<file path="src/rtl/lde_pkg.sv">
// ----------------------------------------------------------------------------
// lde_pkg: shared types and constants of the light dip event counter
// Widths, reset values, register indexes and the counter result bundle.
// ----------------------------------------------------------------------------
package lde_pkg;

  localparam int unsigned THR_W    = 12;
  localparam int unsigned COUNT_W  = 14;
  localparam int unsigned DIGIT_W  = 4;
  localparam int unsigned NDIGITS  = 4;
  localparam int unsigned USED_W   = 3;
  localparam int unsigned CFG_IDX_W = 2;

  localparam logic [THR_W-1:0] DROP_RESET = THR_W'(50);
  localparam logic [THR_W-1:0] RISE_RESET = THR_W'(30);

  localparam logic [COUNT_W-1:0] COUNT_MAX = COUNT_W'(9999);
  localparam logic [COUNT_W-1:0] LIM_THOU  = COUNT_W'(999);
  localparam logic [COUNT_W-1:0] LIM_HUND  = COUNT_W'(99);
  localparam logic [COUNT_W-1:0] LIM_TENS  = COUNT_W'(9);
  localparam logic [DIGIT_W-1:0] DIGIT_MAX = DIGIT_W'(9);

  localparam logic [CFG_IDX_W-1:0] CFG_DROP = CFG_IDX_W'(0);
  localparam logic [CFG_IDX_W-1:0] CFG_RISE = CFG_IDX_W'(1);

  // counter view handed to the result register
  typedef struct packed {
    logic [COUNT_W-1:0]              count;
    logic [NDIGITS-1:0][DIGIT_W-1:0] digits;
    logic [USED_W-1:0]               used;
  } cnt_view_t;

endpackage

</file>
<file path="src/rtl/lde_dip_det.sv">
// ----------------------------------------------------------------------------
// lde_dip_det: dip detector
// Holds the reference level and armed flag, flags a completed dip.
// ----------------------------------------------------------------------------
module lde_dip_det #(
  parameter int unsigned SAMPLE_BITS = 12
) (
  input  logic                          clk_i,
  input  logic                          rst_ni,
  input  logic                          en_i,
  input  logic [SAMPLE_BITS-1:0]        sample_i,
  input  logic [lde_pkg::THR_W-1:0]     drop_thr_i,
  input  logic [lde_pkg::THR_W-1:0]     rise_thr_i,
  output logic                          hit_o
);

  localparam int unsigned CW =
    ((SAMPLE_BITS > lde_pkg::THR_W) ? SAMPLE_BITS : lde_pkg::THR_W) + 1;

  logic [SAMPLE_BITS-1:0] ref_q, ref_d;
  logic                   armed_q, armed_d;
  logic [CW-1:0]          s_ext, ref_ext;
  logic                   fell, rose;

  // one extra bit so threshold sums never wrap
  assign s_ext   = CW'(sample_i);
  assign ref_ext = CW'(ref_q);
  assign fell    = ref_ext > (s_ext + CW'(drop_thr_i));
  assign rose    = (ref_ext + CW'(rise_thr_i)) < s_ext;

  always_comb begin
    ref_d   = ref_q;
    armed_d = armed_q;
    hit_o   = 1'b0;
    if (!armed_q) begin
      if (fell) armed_d = 1'b1;
      else      ref_d   = sample_i;
    end else if (fell) begin
      ref_d = sample_i;
    end else if (rose) begin
      armed_d = 1'b0;
      hit_o   = 1'b1;
    end
  end

  always_ff @(posedge clk_i or negedge rst_ni) begin
    if (!rst_ni) begin
      ref_q   <= '0;
      armed_q <= 1'b0;
    end else if (en_i) begin
      ref_q   <= ref_d;
      armed_q <= armed_d;
    end
  end

endmodule

</file>
<file path="src/rtl/lde_counter.sv">
// ----------------------------------------------------------------------------
// lde_counter: event counter
// Binary count modulo 10000 alongside a four digit BCD copy.
// ----------------------------------------------------------------------------
module lde_counter (
  input  logic               clk_i,
  input  logic               rst_ni,
  input  logic               en_i,
  input  logic               hit_i,
  output lde_pkg::cnt_view_t view_o
);

  logic [lde_pkg::COUNT_W-1:0]                      count_q, count_d;
  logic [lde_pkg::NDIGITS-1:0][lde_pkg::DIGIT_W-1:0] dig_q, dig_d;
  logic [lde_pkg::NDIGITS:0]                        carry;

  always_comb begin
    count_d = count_q;
    if (hit_i) begin
      count_d = (count_q == lde_pkg::COUNT_MAX) ? '0 : count_q + 1'b1;
    end
  end

  // ripple carry through the digits; 9999 rolls to 0000
  always_comb begin
    carry[0] = hit_i;
    for (int i = 0; i < lde_pkg::NDIGITS; i++) begin
      dig_d[i]   = dig_q[i];
      carry[i+1] = 1'b0;
      if (carry[i]) begin
        if (dig_q[i] >= lde_pkg::DIGIT_MAX) begin
          dig_d[i]   = '0;
          carry[i+1] = 1'b1;
        end else begin
          dig_d[i] = dig_q[i] + 1'b1;
        end
      end
    end
  end

  always_comb begin
    view_o.count  = count_d;
    view_o.digits = dig_d;
    priority if (count_d > lde_pkg::LIM_THOU) view_o.used = lde_pkg::USED_W'(4);
    else if (count_d > lde_pkg::LIM_HUND)     view_o.used = lde_pkg::USED_W'(3);
    else if (count_d > lde_pkg::LIM_TENS)     view_o.used = lde_pkg::USED_W'(2);
    else                                      view_o.used = lde_pkg::USED_W'(1);
  end

  always_ff @(posedge clk_i or negedge rst_ni) begin
    if (!rst_ni) begin
      count_q <= '0;
      dig_q   <= '0;
    end else if (en_i) begin
      count_q <= count_d;
      dig_q   <= dig_d;
    end
  end

endmodule

</file>
<file path="src/rtl/light_dip_event_counter.sv">
// ----------------------------------------------------------------------------
// light_dip_event_counter: light dip event counter top level
// Input register, dip detector, event counter and result register.
// ----------------------------------------------------------------------------
// Takes one light sensor sample per beat and returns one result per sample:
// the event flag, the count modulo 10000, its four BCD digits and the
// number of significant digits. A sample is registered on acceptance and
// its result is registered when the result slot is free or being drained.
// A new sample is accepted every cycle while results are taken; the single
// pass through the compare, increment and digit logic between the input
// register and the result register sets that rate. The config port is
// always ready; write it only while the block is idle.
module light_dip_event_counter #(
  parameter int unsigned SAMPLE_BITS = 12
) (
  input  logic                             clk_i,
  input  logic                             rst_ni,
  input  logic                             sample_valid_i,
  output logic                             sample_ready_o,
  input  logic [SAMPLE_BITS-1:0]           sample_i,
  output logic                             res_valid_o,
  input  logic                             res_ready_i,
  output logic                             event_res_o,
  output logic [lde_pkg::COUNT_W-1:0]      count_o,
  output logic [lde_pkg::DIGIT_W-1:0]      digit_ones_o,
  output logic [lde_pkg::DIGIT_W-1:0]      digit_tens_o,
  output logic [lde_pkg::DIGIT_W-1:0]      digit_hundreds_o,
  output logic [lde_pkg::DIGIT_W-1:0]      digit_thousands_o,
  output logic [lde_pkg::USED_W-1:0]       digits_used_o,
  input  logic                             cfg_valid_i,
  output logic                             cfg_ready_o,
  input  logic [lde_pkg::CFG_IDX_W-1:0]    cfg_idx_i,
  input  logic [lde_pkg::THR_W-1:0]        cfg_data_i
);

  logic [lde_pkg::THR_W-1:0] drop_q, rise_q;
  logic                      in_vld_q;
  logic [SAMPLE_BITS-1:0]    in_smp_q;
  logic                      adv;
  logic                      hit;
  lde_pkg::cnt_view_t        view;
  logic                      out_vld_q;
  logic                      out_evt_q;
  lde_pkg::cnt_view_t        out_view_q;

  assign cfg_ready_o = 1'b1;

  always_ff @(posedge clk_i or negedge rst_ni) begin
    if (!rst_ni) begin
      drop_q <= lde_pkg::DROP_RESET;
      rise_q <= lde_pkg::RISE_RESET;
    end else if (cfg_valid_i) begin
      if (cfg_idx_i == lde_pkg::CFG_DROP) drop_q <= cfg_data_i;
      if (cfg_idx_i == lde_pkg::CFG_RISE) rise_q <= cfg_data_i;
    end
  end

  // stage moves when the result slot is free or being drained
  assign adv            = in_vld_q && (!out_vld_q || res_ready_i);
  assign sample_ready_o = !in_vld_q || adv;

  always_ff @(posedge clk_i or negedge rst_ni) begin
    if (!rst_ni) begin
      in_vld_q <= 1'b0;
    end else if (sample_ready_o) begin
      in_vld_q <= sample_valid_i;
    end
  end

  always_ff @(posedge clk_i) begin
    if (sample_valid_i && sample_ready_o) in_smp_q <= sample_i;
  end

  lde_dip_det #(
    .SAMPLE_BITS (SAMPLE_BITS)
  ) u_dip (
    .clk_i      (clk_i),
    .rst_ni     (rst_ni),
    .en_i       (adv),
    .sample_i   (in_smp_q),
    .drop_thr_i (drop_q),
    .rise_thr_i (rise_q),
    .hit_o      (hit)
  );

  lde_counter u_cnt (
    .clk_i  (clk_i),
    .rst_ni (rst_ni),
    .en_i   (adv),
    .hit_i  (hit),
    .view_o (view)
  );

  always_ff @(posedge clk_i or negedge rst_ni) begin
    if (!rst_ni) begin
      out_vld_q <= 1'b0;
    end else if (adv) begin
      out_vld_q <= 1'b1;
    end else if (res_ready_i) begin
      out_vld_q <= 1'b0;
    end
  end

  always_ff @(posedge clk_i) begin
    if (adv) begin
      out_evt_q  <= hit;
      out_view_q <= view;
    end
  end

  assign res_valid_o       = out_vld_q;
  assign event_res_o       = out_evt_q;
  assign count_o           = out_view_q.count;
  assign digit_ones_o      = out_view_q.digits[0];
  assign digit_tens_o      = out_view_q.digits[1];
  assign digit_hundreds_o  = out_view_q.digits[2];
  assign digit_thousands_o = out_view_q.digits[3];
  assign digits_used_o     = out_view_q.used;

`ifndef NO_ASSERTIONS
  a_count_range: assert property (@(posedge clk_i) disable iff (!rst_ni)
    res_valid_o |-> (count_o <= lde_pkg::COUNT_MAX))
    else $error("count out of range");

  a_zero_digits: assert property (@(posedge clk_i) disable iff (!rst_ni)
    (res_valid_o && (count_o == '0)) |->
      (digit_ones_o == '0 && digit_tens_o == '0 &&
       digit_hundreds_o == '0 && digit_thousands_o == '0))
    else $error("digits not zero at zero count");

  a_used_thou: assert property (@(posedge clk_i) disable iff (!rst_ni)
    res_valid_o |->
      ((digits_used_o == lde_pkg::USED_W'(4)) == (digit_thousands_o != '0)))
    else $error("digits_used disagrees with thousands digit");
`endif

endmodule
</file>
<file path="config.mk">
export PLATFORM = sky130hd
export DESIGN_NAME = light_dip_event_counter
export DESIGN_NICKNAME = d
export VERILOG_FILES = /design/src/rtl/lde_pkg.sv /design/src/rtl/lde_dip_det.sv /design/src/rtl/lde_counter.sv /design/src/rtl/light_dip_event_counter.sv
export SDC_FILE = /design/constraint.sdc
export NUM_CORES = 1
export LEC_CHECK = 0
export BUFFER_PORTS_ARGS = -buffer_cell sky130_fd_sc_hd__buf_2
export CORE_MARGIN = 4
export CORE_UTILIZATION = 50
export CTS_CLUSTER_SIZE = 10
export DETAILED_ROUTE_END_ITERATION = 8
export HOLD_SLACK_MARGIN = 0.06
export PLACE_DENSITY = 0.79
export SLEW_MARGIN = 20
export SYNTH_ARGS = -nofsm -noshare
export SYNTH_HDL_FRONTEND = slang
export SYNTH_HIERARCHICAL = 1
export SYNTH_SLANG_ARGS = --single-unit
</file>
<file path="constraint.sdc">
create_clock -name clk_i -period 6.6 [get_ports clk_i]
set_clock_uncertainty 0.05 [all_clocks]
set_input_delay 0.33 -clock clk_i [delete_from_list [all_inputs] [get_ports clk_i]]
set_output_delay 0.33 -clock clk_i [all_outputs]
set_load 0.1 [all_outputs]
</file>
After elaboration in Yosys (flattened, before gate mapping)

Cells that the tools add are included.

Register bits after elaboration: 115
Input port bits: 31
Output and inout port bits: 37
Word-level logic and storage cells: 80

Add/sub/neg operators: 7
Order comparisons: 9
Eq/ne operators: 4
Muxes and demuxes: 30
Reductions and logical operators: 11

Operator list:

| operator              | count |
|---|---|
| $mux 12               | 3 |
| $mux 4                | 8 |
| $mux 14               | 2 |
| $add 12x12->13        | 2 |
| $add 4x1->4 const B   | 4 |
| $ge 4x4->1 const B    | 4 |
| $mux 1                | 15 |
| $add 14x1->14 const B | 1 |
| $eq 14x14->1 const B  | 1 |
| $gt 14x10->1 const B  | 1 |
| $gt 14x4->1 const B   | 1 |
| $gt 14x7->1 const B   | 1 |
| $gt 12x13->1          | 1 |
| $lt 13x12->1          | 1 |
| $reduce_and 2->1      | 2 |
| $mux 3                | 1 |
| $reduce_and 3->1      | 1 |
| $eq 2x1->1 const B    | 1 |
| $logic_and 1x1->1     | 2 |
| $logic_not 1->1       | 2 |
| $logic_not 2->1       | 1 |
| $logic_or 1x1->1      | 2 |
| $mux 2                | 1 |
| $ne 2x1->1 const B    | 1 |
| 2 further kinds       | 2 |

Depth between registers and ports, before layout

Word-level depth: 9
Mapped depth: 26
Gate-level depth less buffers: 25

Cells and area by module

Netlist, hierarchy kept.

Modules (own cells, without submodules):

| module                  | instances | cells an instance | area an instance (um2) | sequential area each (um2) |
|---|---|---|---|---|
| light_dip_event_counter | 1         | 108               | 2424.8                 | 2040.7 |
| lde_counter             | 1         | 260               | 2356.0                 | 750.7 |
| lde_dip_det             | 1         | 241               | 2132.0                 | 325.3 |

Least setup slack after synthesis

No wires, ideal clock.

Path type: flip-flop to flip-flop
Start: register drop_q[1] (netlist bit)
End: register out_view_q (netlist bit digits_used_o[1]) (data pin)
Library setup time: 276 ps
Data arrival time: 4490 ps
Data required time: 6274 ps
Slack: 1784 ps
Stages on the path, launching flop included: 22
Buffers on the path: 1
Period minus slack after synthesis: 4816 ps
Cell sequence: dfstp_2 -> ha_1 -> a21oi_1 -> a2bb2oi_2 -> a21oi_1 -> or4_1 -> a31o_1 -> a21oi_1 -> xor2_1 -> ha_1 -> nor2b_1 -> a2111o_1 -> o221ai_2 -> nor2_1 -> nor2_1 -> buf_2 -> nand3_2 -> nor4_2 -> xor2_1 -> o2111ai_1 -> o22ai_1 -> a41oi_1

Longest elaborated chain between the ends: 8
Elaborated cells on any way between the ends: 10
Those cells by class: add/sub (1); order compare (4); mux (5)

Ends and longest elaborated chain:

| element                | RTL line                       | text |
|---|---|---|
| start, declared        | light_dip_event_counter.sv:36  | `logic [lde_pkg::THR_W-1:0] drop_q, rise_q;` |
| start signal, assigned | light_dip_event_counter.sv:50  | `drop_q <= lde_pkg::DROP_RESET;` |
| start signal, assigned | light_dip_event_counter.sv:53  | `if (cfg_idx_i == lde_pkg::CFG_DROP) drop_q <= cfg_data_i;` |
| $add 12x12->13 (*)     | lde_dip_det.sv:28              | `assign fell = ref_ext > (s_ext + CW'(drop_thr_i));` |
| $gt 12x13->1 (*)       | lde_dip_det.sv:28              |  |
| $mux 1 (*)             | lde_dip_det.sv:38              | `end else if (fell) begin` |
| $mux 1 (*)             | lde_dip_det.sv:35              | `if (!armed_q) begin` |
| named net hit          | light_dip_event_counter.sv:40  | `logic hit;` |
| $mux 14 (*)            | lde_counter.sv:19              | `if (hit_i) begin` |
| $gt 14x4->1            | lde_counter.sv:46              | `else if (count_d > lde_pkg::LIM_TENS) view_o.used = lde_pkg::USED_W'(2);` |
| $mux 2                 | lde_counter.sv:46              |  |
| $mux 3                 | lde_counter.sv:45              | `else if (count_d > lde_pkg::LIM_HUND) view_o.used = lde_pkg::USED_W'(3);` |
| end signal, assigned   | light_dip_event_counter.sv:107 | `out_view_q <= view;` |
| end, declared          | light_dip_event_counter.sv:44  | `lde_pkg::cnt_view_t out_view_q;` |

The timed path passes the listed nets; every way through them passes the cells marked *.
A chain may end at the register's enable or synchronous reset.

==> key figures <==
Status
  • Status: completed

Timing
  • Max_slew headroom: 41.2%
  • Max-slew violation count: 0
  • Post-route setup slack: 0.947 ns
  • Achievable clock frequency: 177 MHz
  • Final setup vio count: 0
  • Final Hold Viols: 0
  • RSZ-0062 raised after global routing: no
  • Fin Setup TNS: 0 ns
  • Hold slack: between 0.06 and 0.07 ns
  • Worst slew pin tran: a little under 0.9 ns
  • Tmin final: around 5.7 ns
  • Fin crit share: 85.7%

Worst hold path
  • Hold crit path type: primary input to asynchronous set/reset pin

Global route
  • Pin count of the biggest net entering global routing: 73
  • Tot GR Track Use: 18.9%
  • First-pass GRT wire length: 24.2 mm
  • Initial antenna violation count: 0
  • Global route overflow: 0
  • Vias in the first global route: 5002

Placement
  • Inst Count DP: 835
  • Worst slack, placed: 1.05 ns
  • I/O Buffers: 66
  • Placer Congestion: ~0.88
  • Post-DP HPWL: 10.2 mm

Synthesis
  • Number of synthesized flops with an enable pin: 46
  • Synth Instances: ~600
  • Syn avg cell area: 11.4 um2
  • Post-synthesis register bit count: around 120
  • Synth Warn #: 6
  • Synth unique cells: 81
  • Synthesized area: 6910 um2
  • Syn_nets: 702
  • Post-synthesis sequential area ratio: 45.1%
  • Main synth FF type: dfrtp_1
  • Async S/R FF share, synth: 60.0%

Finish
  • Layout cells sized above 1: 25.9%
  • Finished Layout Cells: 880
  • Final nets: 784
  • # diodes: 0
  • Syn-to-layout area delta: 17.0%

CTS
  • CTS tree: built
  • Clock buffer depth: 2
  • CTS Sinks: 115
  • Clock transition at path regs: about 0.05 ns
  • Worst skew pair latency: 0.42 ns
  • Setup Fix Bufs, Post-CTS: 0
  • Htree depth: 4
  • # resized after CTS: 0
  • CTS Buf Count: 17
  • Clk root buf: clkbuf_16

Setup path
  • Startpoint types: register
  • CP Capture Type: register
  • Worst path most repeated cell: a21oi_1
  • Critical path's largest stage delay: 0.54 ns
  • Req. time, crit path: 6.81 ns
  • CP delay by family, top: simple AND/OR/NAND/NOR gates
  • CP cell instances: ha_1 -> a21oi_1 -> a2bb2oi_2 -> a21oi_1 -> or4_1 -> a31o_1 -> a21oi_1 -> xor2_1 -> ha_1 -> nor2b_1 -> a2111o_1 -> o221ai_2 -> nor2_1 -> nor2_1 -> buf_4 -> nand4_2 -> nor4_1 -> xor2_1 -> nor4_1 -> o22ai_1 -> a41oi_1
  • Worst path bufs/invs: 1
  • Crit Path Category: register to register
  • Worst path slowest cell: dfstp_2
  • Critical path peak fanout: 21
  • CP arrival: 5.86 ns

Floorplan
  • I/O pins: between 60 and 70
  • Die ar.: 15800 um2
  • Die Y-Extent: 126 um
  • Initial Util: 51.6%
  • Core ar.: 13400 um2
  • DIE WIDTH: between 100 and 150 um
  • # rows: 42

Power
  • Power per cell area: 407 nW/um2
  • Max VDD drop: slightly below 0.0002 V
  • Leak: 3.59 nW
  • Overall power: 3.29 mW

Drt
  • Pre-antenna DRT Iters: 5
  • Via/cell ratio: about 5.8
  • Drt initial violations: 420
  • Post-DRT Antenna Nets: 0
  • Final Routed Wirelength: roughly 15 mm
  • Wirelength per Cell: 16.5 um
  • Residual DRC: 0
  • Via Count: 5065

Flow run
  • Maxcap violations: 0
-- repair_timing --
action,CTS,global route
setup endpoints to repair,0,0
hold endpoints to repair,13,0
hold buffers,13,0
-- per-layer routing --
metal / GRT usage (%) / vias up / wire [um]
met1: 23.9 / 2461 / 6550
met4: 7.27 / 0 / 249
li1: - / 2411 / -
met5: 0 / - / 0
met3: 5.12 / 29 / 749
met2: 31.0 / 164 / 7000
-- through the flow --
step | util [%] | instance area [um2]
detailed placement | 55.0 | 7360
CTS | 60.3 | 8090
floorplan | - | 6910
global route | 60.3 | 8090
global placement | 55.0 | 7360
finish | 60.3 | 8090
-- registers in the layout, indices dropped and copies added, names as in the netlist --
signal	count
u_cnt/dig_q	16
digits_used_o	3
count_o	14
u_dip/armed_q	1
drop_q	12
digit_thousands_o	4
digit_hundreds_o	4
digit_ones_o	4
res_valid_o	1
in_smp_q	12
digit_tens_o	4
u_cnt/count_q	14
rise_q	12
event_res_o	1
in_vld_q	1
u_dip/ref_q	12
-- layout make-up --
type,instances,area (um2)
Sequential cell,115,3120
Multi-Input combinational cell,437,3530
Tap cell,176,220
Clock inverter,14,163
Timing Repair Buffer,82,483
Clock buffer,18,429
Fill cell,1014,5310
Inverter,38,143
-- cell usage in the layout, fill, tap and decap left out, types with 3 or more instances in the layout --
master | netlist | routed
a211oi_1 | 5 | 5
a21o_1 | 7 | 7
a21oi_1 | 27 | 27
a31oi_1 | 5 | 5
a41oi_1 | 6 | 6
and4_1 | 3 | 3
buf_2 | 6 | 66
buf_4 | 3 | 3
bufinv_16 | 0 | 3
clkbuf_16 | 0 | 17
clkinv_2 | 0 | 3
clkinv_4 | 0 | 3
dfrtp_1 | 62 | 62
dfstp_2 | 7 | 7
dlygate4sd3_1 | 0 | 13
edfxtp_1 | 46 | 46
ha_1 | 60 | 60
inv_1 | 36 | 36
mux2_2 | 43 | 43
mux2_4 | 9 | 9
mux2i_1 | 3 | 3
nand2_1 | 39 | 39
nand2b_1 | 9 | 9
nand3_1 | 18 | 18
nand3b_1 | 4 | 4
nand4_1 | 8 | 8
nor2_1 | 31 | 31
nor2b_1 | 7 | 7
nor3_1 | 13 | 13
nor4_1 | 4 | 4
o21a_1 | 8 | 8
o21ai_0 | 27 | 27
o21bai_1 | 4 | 4
o31ai_1 | 4 | 4
xnor2_1 | 15 | 15
xor2_1 | 17 | 17
-- logic make-up after synthesis --
| group | synth area share, % |
|---|---|
| AOI/OAI and AO/OA | 12.1 |
| xor gates and xnor gates | 4.05 |
| adders and majority gates | 11.4 |
| buffers and inverters | 3.84 |
| DFF | 45.1 |
| muxes | 9.72 |
| other | 0.0542 |
| and+or+nand+nor | 13.7 |
-- synth_stat cells (3+ instances only) --
cell,number,area (um2)
a211oi_1,5,37.5
a21o_1,7,52.6
a21oi_1,27,135
a31oi_1,5,31.3
a41oi_1,6,52.6
and4_1,3,26.3
buf_2,6,30.0
buf_4,3,22.5
buf_6,3,33.8
clkbuf_1,4,15.0
dfrtp_1,62,1550
dfstp_2,7,184
edfxtp_1,46,1380
ha_1,60,751
inv_1,36,135
mux2_2,43,484
mux2_4,9,135
mux2i_1,3,30.0
nand2_1,39,146
nand2b_1,9,56.3
nand3_1,18,90.1
nand3b_1,4,30.0
nand4_1,8,50.1
nor2_1,31,116
nor2b_1,7,43.8
nor3_1,13,65.1
nor4_1,4,25.0
o21a_1,8,60.1
o21ai_0,27,135
o21bai_1,4,30.0
o31ai_1,4,30.0
xnor2_1,15,131
xor2_1,17,149
-- worst paths after layout --
check,depth (start not counted),slack (ns),start,end
max in group asynchronous,2,5.86,rst_ni,u_cnt/count_q[11]$_DFFE_PN0P_
max,21,0.95,drop_q[1]$_DFFE_PN1P_,digits_used_o[1]$_DFFE_PP_
min reg2reg,1,0.44,in_vld_q$_DFFE_PN0P_,res_valid_o$_DFFE_PN0P_
min in group clk_i,2,0.10,cfg_data_i[9],rise_q[9]$_DFFE_PN0P_
max reg2reg,21,0.95,drop_q[1]$_DFFE_PN1P_,digits_used_o[1]$_DFFE_PP_
min,2,0.06,rst_ni,rise_q[5]$_DFFE_PN0P_
-- where the power goes --
group / internal [mW] / switching (mW) / leakage (nW) / total [mW]
combinational: 0.557 / 0.822 / 2.01 / 1.38
clock: 0.590 / 0.329 / 0.285 / 0.919
sequential: 0.884 / 0.107 / 1.30 / 0.991
Power figures use the tool's default switching activity.
